`src/rtl/assert_macros.svh`:
```
// Assertion macros used by the deframer state machine.
`ifndef ASSERT_MACROS_SVH
`define ASSERT_MACROS_SVH

// Check a property on every clock edge outside reset.
`define SEFXR_ASSERT(label, clk, rst_n, prop) \
    label: assert property (@(posedge clk) disable iff (!(rst_n)) (prop)) \
        else $error("sefxr assertion failed");

// Check a property on every clock edge, reset included.
`define SEFXR_ASSERT_ALWAYS(label, clk, prop) \
    label: assert property (@(posedge clk) (prop)) \
        else $error("sefxr assertion failed");

`endif

```
`src/rtl/sefxr_pkg.sv`:
```
// Types and constants shared by the byte-stream deframer.
package sefxr_pkg;

    localparam int BYTE_W     = 8;
    localparam int POS_W      = 9;
    localparam int STATUS_W   = 2;
    localparam int CFG_ADDR_W = 5;
    localparam int CFG_DATA_W = 32;
    localparam int RES_W      = BYTE_W + POS_W + STATUS_W;
    localparam int M_TDATA_W  = ((RES_W + 7) / 8) * 8;

    // Smallest size byte accepted (it counts itself)
    localparam logic [BYTE_W-1:0] MIN_SIZE = 8'd2;

    // Reset value of the largest accepted size
    localparam logic [BYTE_W-1:0] LARGEST_SIZE_RST = 8'd255;

    // Register indexes on the configuration port
    localparam logic [2:0] REG_START_FIRST  = 3'd0;
    localparam logic [2:0] REG_START_SECOND = 3'd1;
    localparam logic [2:0] REG_END_FIRST    = 3'd2;
    localparam logic [2:0] REG_END_SECOND   = 3'd3;
    localparam logic [2:0] REG_LARGEST_SIZE = 3'd4;

    typedef enum logic [2:0] {
        PH_IDLE = 3'd0,
        PH_SOF1 = 3'd1,
        PH_SOF2 = 3'd2,
        PH_BODY = 3'd3,
        PH_DONE = 3'd4,
        PH_EOF1 = 3'd5,
        PH_EOF2 = 3'd6
    } t_phase;

    typedef enum logic [STATUS_W-1:0] {
        ST_DROP   = 2'd0,
        ST_ACCEPT = 2'd1,
        ST_DONE   = 2'd2
    } t_status;

    typedef struct packed {
        logic [BYTE_W-1:0] start_first;
        logic [BYTE_W-1:0] start_second;
        logic [BYTE_W-1:0] end_first;
        logic [BYTE_W-1:0] end_second;
        logic [BYTE_W-1:0] largest_size;
    } t_cfg;

    // Packed so that byte_out lands in the lowest bits
    typedef struct packed {
        t_status           status;
        logic [POS_W-1:0]  frame_pos;
        logic [BYTE_W-1:0] byte_out;
    } t_result;

endpackage

```
`src/rtl/sefxr_fsm.sv`:
```
// Frame hunting state machine with running XOR checksum.
`include "assert_macros.svh"

module sefxr_fsm
    import sefxr_pkg::*;
(
    input  logic              i_clk,
    input  logic              i_rst_n,
    input  logic              i_adv,
    input  logic [BYTE_W-1:0] i_byte,
    input  t_cfg              i_cfg,
    output t_result           o_result
);

    t_phase            r_phase, n_phase;
    logic [BYTE_W-1:0] r_left, n_left;
    logic [BYTE_W-1:0] r_xor, n_xor;
    logic [POS_W-1:0]  r_pos, n_pos;

    logic w_ok;
    logic w_done;

    // Classify the byte against the current phase and form the result
    always_comb begin
        w_ok   = 1'b0;
        w_done = 1'b0;
        case (r_phase)
            PH_IDLE: w_ok = (i_byte == i_cfg.start_first);
            PH_SOF1: w_ok = (i_byte == i_cfg.start_second);
            PH_SOF2: w_ok = (i_byte >= MIN_SIZE) && (i_byte <= i_cfg.largest_size);
            PH_BODY: w_ok = 1'b1;
            PH_DONE: w_ok = (i_byte == i_cfg.end_first);
            PH_EOF1: w_ok = (i_byte == i_cfg.end_second);
            PH_EOF2: begin
                w_ok   = (i_byte == r_xor);
                w_done = w_ok;
            end
            default: w_ok = 1'b0;
        endcase

        o_result.byte_out = i_byte;
        if (!w_ok) begin
            o_result.frame_pos = '0;
            o_result.status    = ST_DROP;
        end else begin
            o_result.frame_pos = r_pos;
            o_result.status    = w_done ? ST_DONE : ST_ACCEPT;
        end
    end

    // Next phase, counters and checksum
    always_comb begin
        n_phase = r_phase;
        n_left  = r_left;
        n_xor   = r_xor;
        n_pos   = r_pos;
        if (!w_ok) begin
            // Drop the byte and return to hunting; keep the byte count
            n_phase = PH_IDLE;
            n_xor   = '0;
            n_pos   = '0;
        end else if (w_done) begin
            n_phase = PH_IDLE;
            n_left  = '0;
            n_xor   = '0;
            n_pos   = '0;
        end else begin
            n_xor = r_xor ^ i_byte;
            n_pos = r_pos + POS_W'(1);
            case (r_phase)
                PH_IDLE: n_phase = PH_SOF1;
                PH_SOF1: n_phase = PH_SOF2;
                PH_SOF2: begin
                    n_phase = PH_BODY;
                    n_left  = i_byte - BYTE_W'(1);
                end
                PH_BODY: begin
                    n_phase = (r_left == BYTE_W'(1)) ? PH_DONE : PH_BODY;
                    n_left  = r_left - BYTE_W'(1);
                end
                PH_DONE: n_phase = PH_EOF1;
                PH_EOF1: n_phase = PH_EOF2;
                default: n_phase = PH_IDLE;
            endcase
        end
    end

    // Advance the state on each processed byte
    always_ff @(posedge i_clk) begin
        if (!i_rst_n) begin
            r_phase <= PH_IDLE;
            r_left  <= '0;
            r_xor   <= '0;
            r_pos   <= '0;
        end else if (i_adv) begin
            r_phase <= n_phase;
            r_left  <= n_left;
            r_xor   <= n_xor;
            r_pos   <= n_pos;
        end
    end

    `SEFXR_ASSERT(a_done_clears, i_clk, i_rst_n,
        (i_adv && o_result.status == ST_DONE) |=>
        (r_phase == PH_IDLE && r_xor == '0 && r_pos == '0 && r_left == '0))
    `SEFXR_ASSERT(a_drop_rehunts, i_clk, i_rst_n,
        (i_adv && o_result.status == ST_DROP) |=> (r_phase == PH_IDLE && r_pos == '0))
    `SEFXR_ASSERT(a_accept_steps_pos, i_clk, i_rst_n,
        (i_adv && o_result.status == ST_ACCEPT) |=> (r_pos == $past(r_pos) + POS_W'(1)))
    `SEFXR_ASSERT(a_hold_on_stall, i_clk, i_rst_n,
        !i_adv |=> ($stable(r_phase) && $stable(r_pos) && $stable(r_xor)))

endmodule

```
`src/rtl/sof_eof_xor_frame_receiver.sv`:
```
// Top level of the byte-stream deframer: register port, input and result stages.
//
// Takes one received byte per request and hunts for a frame of two start
// bytes, a size byte, size-1 payload bytes, two end bytes and an XOR checksum
// of all earlier frame bytes. Every byte gives exactly one result carrying the
// echoed byte, its frame position and a status (dropped, accepted, frame
// complete). Throughput is one byte per clock cycle while the result side drains;
// a byte passes the input register, the state machine and the result register.
// A stall on the result side holds the pipeline and drops s_axis_tready once
// both stages are full. The user must write configuration registers over the
// APB port only while the stream is idle; the block itself does not enforce it.
module sof_eof_xor_frame_receiver
    import sefxr_pkg::*;
(
    input  logic                  i_clk,
    input  logic                  i_rst_n,
    // Byte stream in
    input  logic                  s_axis_tvalid,
    output logic                  s_axis_tready,
    input  logic [BYTE_W-1:0]     s_axis_tdata,   // [7:0] rx_byte
    // Result stream out
    output logic                  m_axis_tvalid,
    input  logic                  m_axis_tready,
    output logic [M_TDATA_W-1:0]  m_axis_tdata,   // [7:0] byte_out, [16:8] frame_pos,
                                                  // [18:17] status, [23:19] zero
    // Register port
    input  logic                  psel,
    input  logic                  penable,
    input  logic                  pwrite,
    input  logic [CFG_ADDR_W-1:0] paddr,
    input  logic [CFG_DATA_W-1:0] pwdata,
    output logic [CFG_DATA_W-1:0] prdata,
    output logic                  pready
);

    t_cfg              r_cfg;
    logic              r_in_valid;
    logic [BYTE_W-1:0] r_in_byte;
    logic              r_out_valid;
    t_result           r_out;

    logic       w_adv;
    logic       w_wr;
    logic [2:0] w_idx;
    t_result    w_result;

    assign pready = 1'b1;
    assign w_wr   = psel && penable && pwrite && pready;
    assign w_idx  = paddr[CFG_ADDR_W-1:2];

    // Write configuration registers
    always_ff @(posedge i_clk) begin
        if (!i_rst_n) begin
            r_cfg.start_first  <= '0;
            r_cfg.start_second <= '0;
            r_cfg.end_first    <= '0;
            r_cfg.end_second   <= '0;
            r_cfg.largest_size <= LARGEST_SIZE_RST;
        end else if (w_wr) begin
            case (w_idx)
                REG_START_FIRST:  r_cfg.start_first  <= pwdata[BYTE_W-1:0];
                REG_START_SECOND: r_cfg.start_second <= pwdata[BYTE_W-1:0];
                REG_END_FIRST:    r_cfg.end_first    <= pwdata[BYTE_W-1:0];
                REG_END_SECOND:   r_cfg.end_second   <= pwdata[BYTE_W-1:0];
                REG_LARGEST_SIZE: r_cfg.largest_size <= pwdata[BYTE_W-1:0];
                default: ;
            endcase
        end
    end

    // Read back configuration registers
    always_comb begin
        case (w_idx)
            REG_START_FIRST:  prdata = CFG_DATA_W'(r_cfg.start_first);
            REG_START_SECOND: prdata = CFG_DATA_W'(r_cfg.start_second);
            REG_END_FIRST:    prdata = CFG_DATA_W'(r_cfg.end_first);
            REG_END_SECOND:   prdata = CFG_DATA_W'(r_cfg.end_second);
            REG_LARGEST_SIZE: prdata = CFG_DATA_W'(r_cfg.largest_size);
            default:          prdata = '0;
        endcase
    end

    // Advance when a byte waits and the result register is free or drains
    assign w_adv         = r_in_valid && (!r_out_valid || m_axis_tready);
    assign s_axis_tready = !r_in_valid || w_adv;

    // Input register
    always_ff @(posedge i_clk) begin
        if (!i_rst_n) begin
            r_in_valid <= 1'b0;
        end else if (s_axis_tready) begin
            r_in_valid <= s_axis_tvalid;
        end
    end

    always_ff @(posedge i_clk) begin
        if (s_axis_tvalid && s_axis_tready) begin
            r_in_byte <= s_axis_tdata;
        end
    end

    sefxr_fsm u_fsm (
        .i_clk    (i_clk),
        .i_rst_n  (i_rst_n),
        .i_adv    (w_adv),
        .i_byte   (r_in_byte),
        .i_cfg    (r_cfg),
        .o_result (w_result)
    );

    // Result register
    always_ff @(posedge i_clk) begin
        if (!i_rst_n) begin
            r_out_valid <= 1'b0;
        end else if (w_adv) begin
            r_out_valid <= 1'b1;
        end else if (m_axis_tready) begin
            r_out_valid <= 1'b0;
        end
    end

    always_ff @(posedge i_clk) begin
        if (w_adv) begin
            r_out <= w_result;
        end
    end

    assign m_axis_tvalid = r_out_valid;
    assign m_axis_tdata  = M_TDATA_W'(r_out);

endmodule

```
`config.mk`:
```
export PLATFORM = sky130hd
export DESIGN_NAME = sof_eof_xor_frame_receiver
export DESIGN_NICKNAME = d
export VERILOG_FILES = /design/src/rtl/sefxr_pkg.sv /design/src/rtl/sefxr_fsm.sv /design/src/rtl/sof_eof_xor_frame_receiver.sv
export VERILOG_INCLUDE_DIRS = /design/src /design/src/rtl
export SDC_FILE = /design/constraint.sdc
export NUM_CORES = 1
export LEC_CHECK = 0
export ABC_AREA = 1
export BUFFER_PORTS_ARGS = -buffer_cell sky130_fd_sc_hd__buf_4
export CAP_MARGIN = 20
export CORE_ASPECT_RATIO = 0.6
export CORE_UTILIZATION = 50
export CTS_CLUSTER_SIZE = 20
export DETAILED_ROUTE_END_ITERATION = 7
export PLACE_DENSITY = 0.74
export SLEW_MARGIN = 20
export SYNTH_ARGS = -nofsm -noshare
export SYNTH_HDL_FRONTEND = slang
export SYNTH_SLANG_ARGS = --single-unit
```
`constraint.sdc`:
```
create_clock -name i_clk -period 2.9 [get_ports i_clk]
set_input_delay 0.145 -clock i_clk [delete_from_list [all_inputs] [get_ports i_clk]]
set_output_delay 0.145 -clock i_clk [all_outputs]
set_load 0.01 [all_outputs]
```
# Word level (Yosys, flattened, before mapping)
# Index checks and enable logic that the tools add are counted.
[op_classes] n_reduce_logical=19 addsub=3 n_eq_ne=16 order_cmp=2 muxes=16 bitwise_logic=1
[op_table] operator="8-bit equality test" n=5
[op_table] operator="8-bit case mux with 5 select lines" n=1
[op_table] operator="8-bit two-way mux" n=3
[op_table] operator="9-bit two-way mux" n=2
[op_table] operator="3-bit case mux with 6 select lines" n=1
[op_table] operator="8-bit case mux with 2 select lines" n=1
[op_table] operator="8-bit by 1-bit subtractor with 8-bit output, second input constant" n=2
[op_table] operator="3-bit by 2-bit equality test with 1-bit output, second input constant" n=4
[op_table] operator="3-bit equality test, second input constant" n=4
[op_table] operator="2-bit AND reduction" n=5
[op_table] operator="9-bit by 1-bit adder with 9-bit output, second input constant" n=1
[op_table] operator="3-bit two-way mux" n=3
[op_table] operator="8-bit by 1-bit equality test with 1-bit output, second input constant" n=1
[op_table] operator="8-bit by 2-bit >= comparator with 1-bit output, second input constant" n=1
[op_table] operator="8-bit <= comparator" n=1
[op_table] operator="8-bit XOR" n=1
[op_table] operator="1-bit case mux with 7 select lines" n=1
[op_table] operator="3-bit by 1-bit equality test with 1-bit output, second input constant" n=2
[op_table] operator="3-bit logical NOT" n=2
[op_table] operator="1-bit logical AND" n=5
[op_table] operator="1-bit two-way mux" n=3
[op_table] operator="3-bit AND reduction" n=1
[op_table] operator="3-bit nonzero test" n=1
[op_table] operator="1-bit logical NOT" n=2
[op_table] operator="other kinds (3)" n=4
[totals] register_bits=97 output_inout_bits=59

# Longest topological paths before layout
[logic_depth] ltp_word=5 mapped_depth=15 depth_no_buf=15

# Hierarchy
# Synthesis repeated with hierarchy kept, for this count alone.
[unflattened] hier_cells=807 area_unflattened_um2=5744.3
[modules_own_cells] mod="sof_eof_xor_frame_receiver" cells_each=384 instances=1 area_per_inst_um2=3181.8
[modules_own_cells] mod="sefxr_fsm" cells_each=423 instances=1 area_per_inst_um2=2562.5

# Least setup slack after synthesis
# OpenSTA, ideal clock, no wires.
[synth_path] path_type="reg2reg" startpoint="register r_in_byte[5]" endpoint="register u_fsm.r_phase[1]" setup_ps=70 path_slack_ps=963 period_less_slack_ps=1937 arrival_ps=1866 t_required_ps=2830 path_stages_with_launch=13 cell_sequence="edfxtp_1 ha_1 a21oi_1 nor2_1 nor3_1 nand2_1 nand2_1 nand3_1 nand2_2 o21bai_2 buf_4 nand3_1 a21oi_1"
[synth_between] elab_chain_len=4 elab_cells_between_ends=12 cone_classes="2 x order compare; 5 x eq/ne; 4 x mux; 1 x reduce/logical"
[synth_lines] item="from (decl)" line_no="sof_eof_xor_frame_receiver.sv:38" text="logic [BYTE_W-1:0] r_in_byte;"
[synth_lines] item="from (signal assigned)" line_no="sof_eof_xor_frame_receiver.sv:98" text="r_in_byte <= s_axis_tdata;"
[synth_lines] item="8-bit by 2-bit >= comparator with 1-bit output (tied with other cells)" line_no="sefxr_fsm.sv:30" text="PH_SOF2: w_ok = (i_byte >= MIN_SIZE) && (i_byte <= i_cfg.largest_size);"
[synth_lines] item="1-bit logical AND / 1-bit two-way mux (equally long branches)" line_no="sefxr_fsm.sv:30, sefxr_fsm.sv:27"
[synth_lines] item="1-bit case mux with 7 select lines / 3-bit two-way mux (equally long branches)" line_no="sefxr_fsm.sv:27, sefxr_fsm.sv:62"
[synth_lines] item="3-bit two-way mux (*)" line_no="sefxr_fsm.sv:57" text="if (!w_ok) begin"
[synth_lines] item="to (signal assigned)" line_no="sefxr_fsm.sv:96" text="r_phase <= n_phase;"
[synth_lines] item="to (decl)" line_no="sefxr_fsm.sv:15" text="t_phase r_phase, n_phase;"
# Mark *: on every way between the ends. The rest lies on a longest branch, timed or not.
# A chain may end at the register's enable or synchronous reset.

# Final worst setup path
[layout_path] startpoint="register u_fsm.r_phase[0]" endpoint="register u_fsm.r_xor[3]"
[layout_between] elab_chain_len=4 elab_cells_between_ends=11 cone_classes="6 x eq/ne; 4 x mux; 1 x reduce/logical"
[layout_lines] item="3-bit equality test" line_no="sefxr_fsm.sv:27" text="case (r_phase)"
[layout_lines] item="1-bit two-way mux" line_no="sefxr_fsm.sv:27"
[layout_lines] item="8-bit two-way mux" line_no="sefxr_fsm.sv:62" text="end else if (w_done) begin"
[layout_lines] item="8-bit two-way mux (*)" line_no="sefxr_fsm.sv:57"
[layout_lines] item="to (signal assigned)" line_no="sefxr_fsm.sv:98" text="r_xor <= n_xor;"
[layout_lines] item="to (decl)" line_no="sefxr_fsm.sv:17" text="logic [BYTE_W-1:0] r_xor, n_xor;"
# Marks and branches as above.

==> impl_results.md <==
* Outcome: completed
* Area Growth Syn to Fin at 14.92%
* Worst path top cell family by delay: simple AND/OR/NAND/NOR gates
* Hold violation count in the final report at 0
* Grt total ovfl at 0
* Die height at 80.60 µm
* Pins over their slew limit at 0
* Diodes inserted at 0
* DP Cell Count at between 800 and 900
* Critical Path Sink Type: flop
* Number of global-route vias before repair at ~4,200
* EDFF count, synth at 27
* H-tree levels at 3
* Sequential cell area at 2212 µm²
* Final Cell Area at 5917 µm²
* Worst EP required at approximately 3.2 ns
* Worst-Skew Late Latency at 0.34 ns
* Vias at between 4,000 and 5,000
* DR DRC count at 0
* Synth Instances at about 690
* Core area at 9915 µm²
* Total track usage at 0.2773
* Cell Chain, Critical Path: inv_2 -> nand2_1 -> nor2_1 -> nand2_1 -> nand2_1 -> nor2_1 -> nand3_1 -> nand2_1 -> nand3_1 -> o21bai_2 -> buf_4 -> nand3_1 -> a21oi_1
* R2r setup slk at a little under 0.4 ns
* Final setup TNS at 0 ns
* Full die area at 10,720 µm²
* Max-cap viol count at 0
* Vias/cell at 5.533
* DRT Wirelength at 14,400 µm
* Syn. warnings at 0
* Top_reg_cell synth: dfxtp_1
* Site row count at 28
* RSZ-0062 raised after global routing: no
* Slew HR at 0.5143
* Iter 0 DRT Violations at approximately 530
* Final setup fails at 0
* Initial Util at 0.5193
* CP Data Arrival Time at ~2.8 ns
* Share of layout cells above drive strength 1 at 0.1213
* Largest net degree at the start of global routing at between 40 and 50
* Avg Cell Area, Syn at 7.516 µm²
* Lkg Pwr at between 2 and 3 nW
* Crit-path max cell delay at 0.66 ns
* Fmax at between 0.3 and 0.4 GHz
* CP Class: flop to flop
* Cell Area, Synth at between 5000 and 6000 µm²
* Placement Cell Area at about 5600 µm²
* Hold Path Class: input pin to flop
* CP Launch Type: flop
* Crit Path Max Fanout at 15
* Port Buffers at 54
* Post-route antenna net violation count at 0
* Fillers at 887
* First-pass GRT wire length at ~22,000 µm
* Num CTS Buffers at 9
* Initial antenna violation count at 0
* Seq cells post-synth at 97
* Distinct cells, synth at 37
* Register area share after synthesis at 0.4296
* Worst path most repeated cell: nand2_1
* Worst vdd ir at approximately 0.00035 V
* Initial DRT Pass Iterations at 5
* Clock Tree Root: clkbuf_16
* Setup ws final at 0.3861 ns
* Nets at 810
* Clock skew at around 0.0089 ns
* Synth async-reset ratio at 0
* CTS tree: done
* Resized Gates After CTS at 0
* Sink Count at just under 100
* Slew of the pin with the lowest slew margin at approximately 0.73 ns
* Slowest cell on the critical path: dfxtp_1
* Top Ports at 111
* Fin crit share at 0.8669
* Pre-CTS setup slack at between 0.4 and 0.5 ns
* DPL Wire Length at ~10,000 µm
* Worst-path clk slew at approximately 0.070 ns
* Die Wd at 133.0 µm
* Maximum buffer depth of the clock tree at 2
* Fin cells at between 800 and 900
* Multi-input gate area at roughly 2500 µm²
* Gpl congestion at 0.9771
* Tmin final at roughly 2.5 ns
* Pwr dens at between 400 and 500 nW/µm²
* WP buf/inv at 2
* Wire per inst at between 15 and 20 µm
==> per-stage QoR <==
| step | utilization | power [mW] | hold slack, ns |
|---|---|---|---|
| floorplan | - | 1.635 | 0.2439 |
| global placement | 0.5626 | 1.713 | 0.3228 |
| detailed placement | 0.5626 | 1.719 | 0.3245 |
| CTS | 0.5968 | 2.793 | 0.08064 |
| global route | 0.5968 | 2.878 | 0.09300 |
| finish | 0.5968 | 2.788 | 0.08831 |
==> state kept, by name (all words and copies together) (netlist names) <==
register / count
m_axis_tdata: 19
m_axis_tvalid: 1
r_cfg: 40
r_in_byte: 8
r_in_valid: 1
u_fsm.r_left: 8
u_fsm.r_phase: 3
u_fsm.r_pos: 9
u_fsm.r_xor: 8
==> cell usage after synthesis (3+ instances only) <==
| cell type | count | share of area |
|---|---|---|
| nor3_1 | 12 | 0.012 |
| edfxtp_1 | 27 | 0.16 |
| o211ai_1 | 7 | 0.010 |
| dfxtp_1 | 70 | 0.27 |
| xor2_1 | 10 | 0.017 |
| nor2_1 | 110 | 0.080 |
| ha_1 | 13 | 0.032 |
| a21oi_1 | 49 | 0.048 |
| nand4_1 | 16 | 0.019 |
| inv_1 | 62 | 0.045 |
| nand2_1 | 112 | 0.082 |
| nor2_4 | 3 | 0.0066 |
| inv_2 | 5 | 0.0036 |
| nand3_1 | 47 | 0.046 |
| nor3_2 | 3 | 0.0058 |
| o21ai_0 | 56 | 0.054 |
| a211oi_1 | 3 | 0.0044 |
| clkbuf_1 | 14 | 0.010 |
| xnor2_1 | 3 | 0.0051 |
| a221oi_1 | 6 | 0.010 |
| buf_4 | 34 | 0.050 |
| nand3b_1 | 3 | 0.0044 |
==> repair_timing <==
item                                   CTS  global route
hold buffers                             8             0
buffers inserted                         0             0
endpoints found under the hold margin    8             0
==> routing by layer <==
layer / up-vias / part of all wire / GRT usage
li1: 2343 / - / -
met1: 2276 / 0.47 / 0.4145
met2: 267 / 0.39 / 0.3775
met3: 11 / 0.13 / 0.08649
met4: 0 / 0.0078 / 0.06552
met5: - / 0 / 0
==> where the power goes <==
| group | switching [mW] | internal (mW) | total (mW) |
|---|---|---|---|
| Combinational | 0.163 | 0.0946 | 0.258 |
| Sequential | 0.0282 | 1.42 | 1.45 |
| Clock | 0.499 | 0.582 | 1.08 |
| Total | 0.690 | 2.10 | 2.79 |
==> path summary, 6_finish.rpt <==
path              cells after the start        endpoint              from
setup reg to reg                     13  u_fsm.r_xor[3]  u_fsm.r_phase[0]
hold reg to reg                       2  u_fsm.r_pos[8]    u_fsm.r_pos[8]
hold / removal                        3       r_cfg[35]         pwdata[3]
setup / recovery                     13  u_fsm.r_xor[3]  u_fsm.r_phase[0]
==> logic make-up after synthesis <==
family | count (synthesis) | synth area share
simple gates | 312 | 0.2627
compound gates | 129 | 0.1405
buf+inv | 119 | 0.1120
flops | 97 | 0.4296
xor+xnor | 13 | 0.02211
fa+ha+maj | 13 | 0.03159
other cells | 2 | 0.001459
==> layout by cell type, fill, tap and decap left out, drive strengths merged, types with 8 or more instances in the layout <==
| master | instances |
|---|---|
| a21oi | 49 |
| buf | 63 |
| clkbuf | 13 |
| conb | 30 |
| dfxtp | 70 |
| dlygate4sd3 | 8 |
| edfxtp | 27 |
| ha | 13 |
| inv | 67 |
| nand2 | 114 |
| nand3 | 47 |
| nand4 | 16 |
| nor2 | 113 |
| nor3 | 15 |
| o21ai | 57 |
| xor2 | 10 |
==> area by class of cell <==
class                      count  area share
clock buffer                  13     0.04060
tap                          135     0.02855
inverter                      69     0.04377
sequential                    97      0.3739
clock inverter                 3    0.003172
timing repair buffer          71     0.09347
multi-input combinational    497      0.4166
==> worst min-delay path, cell delays in order <==
cell and delay [ns]:
buf_4 0.12, nor2_1 0.05, nor2_1 0.08
Note: power is estimated with default switching activity, not from simulation.
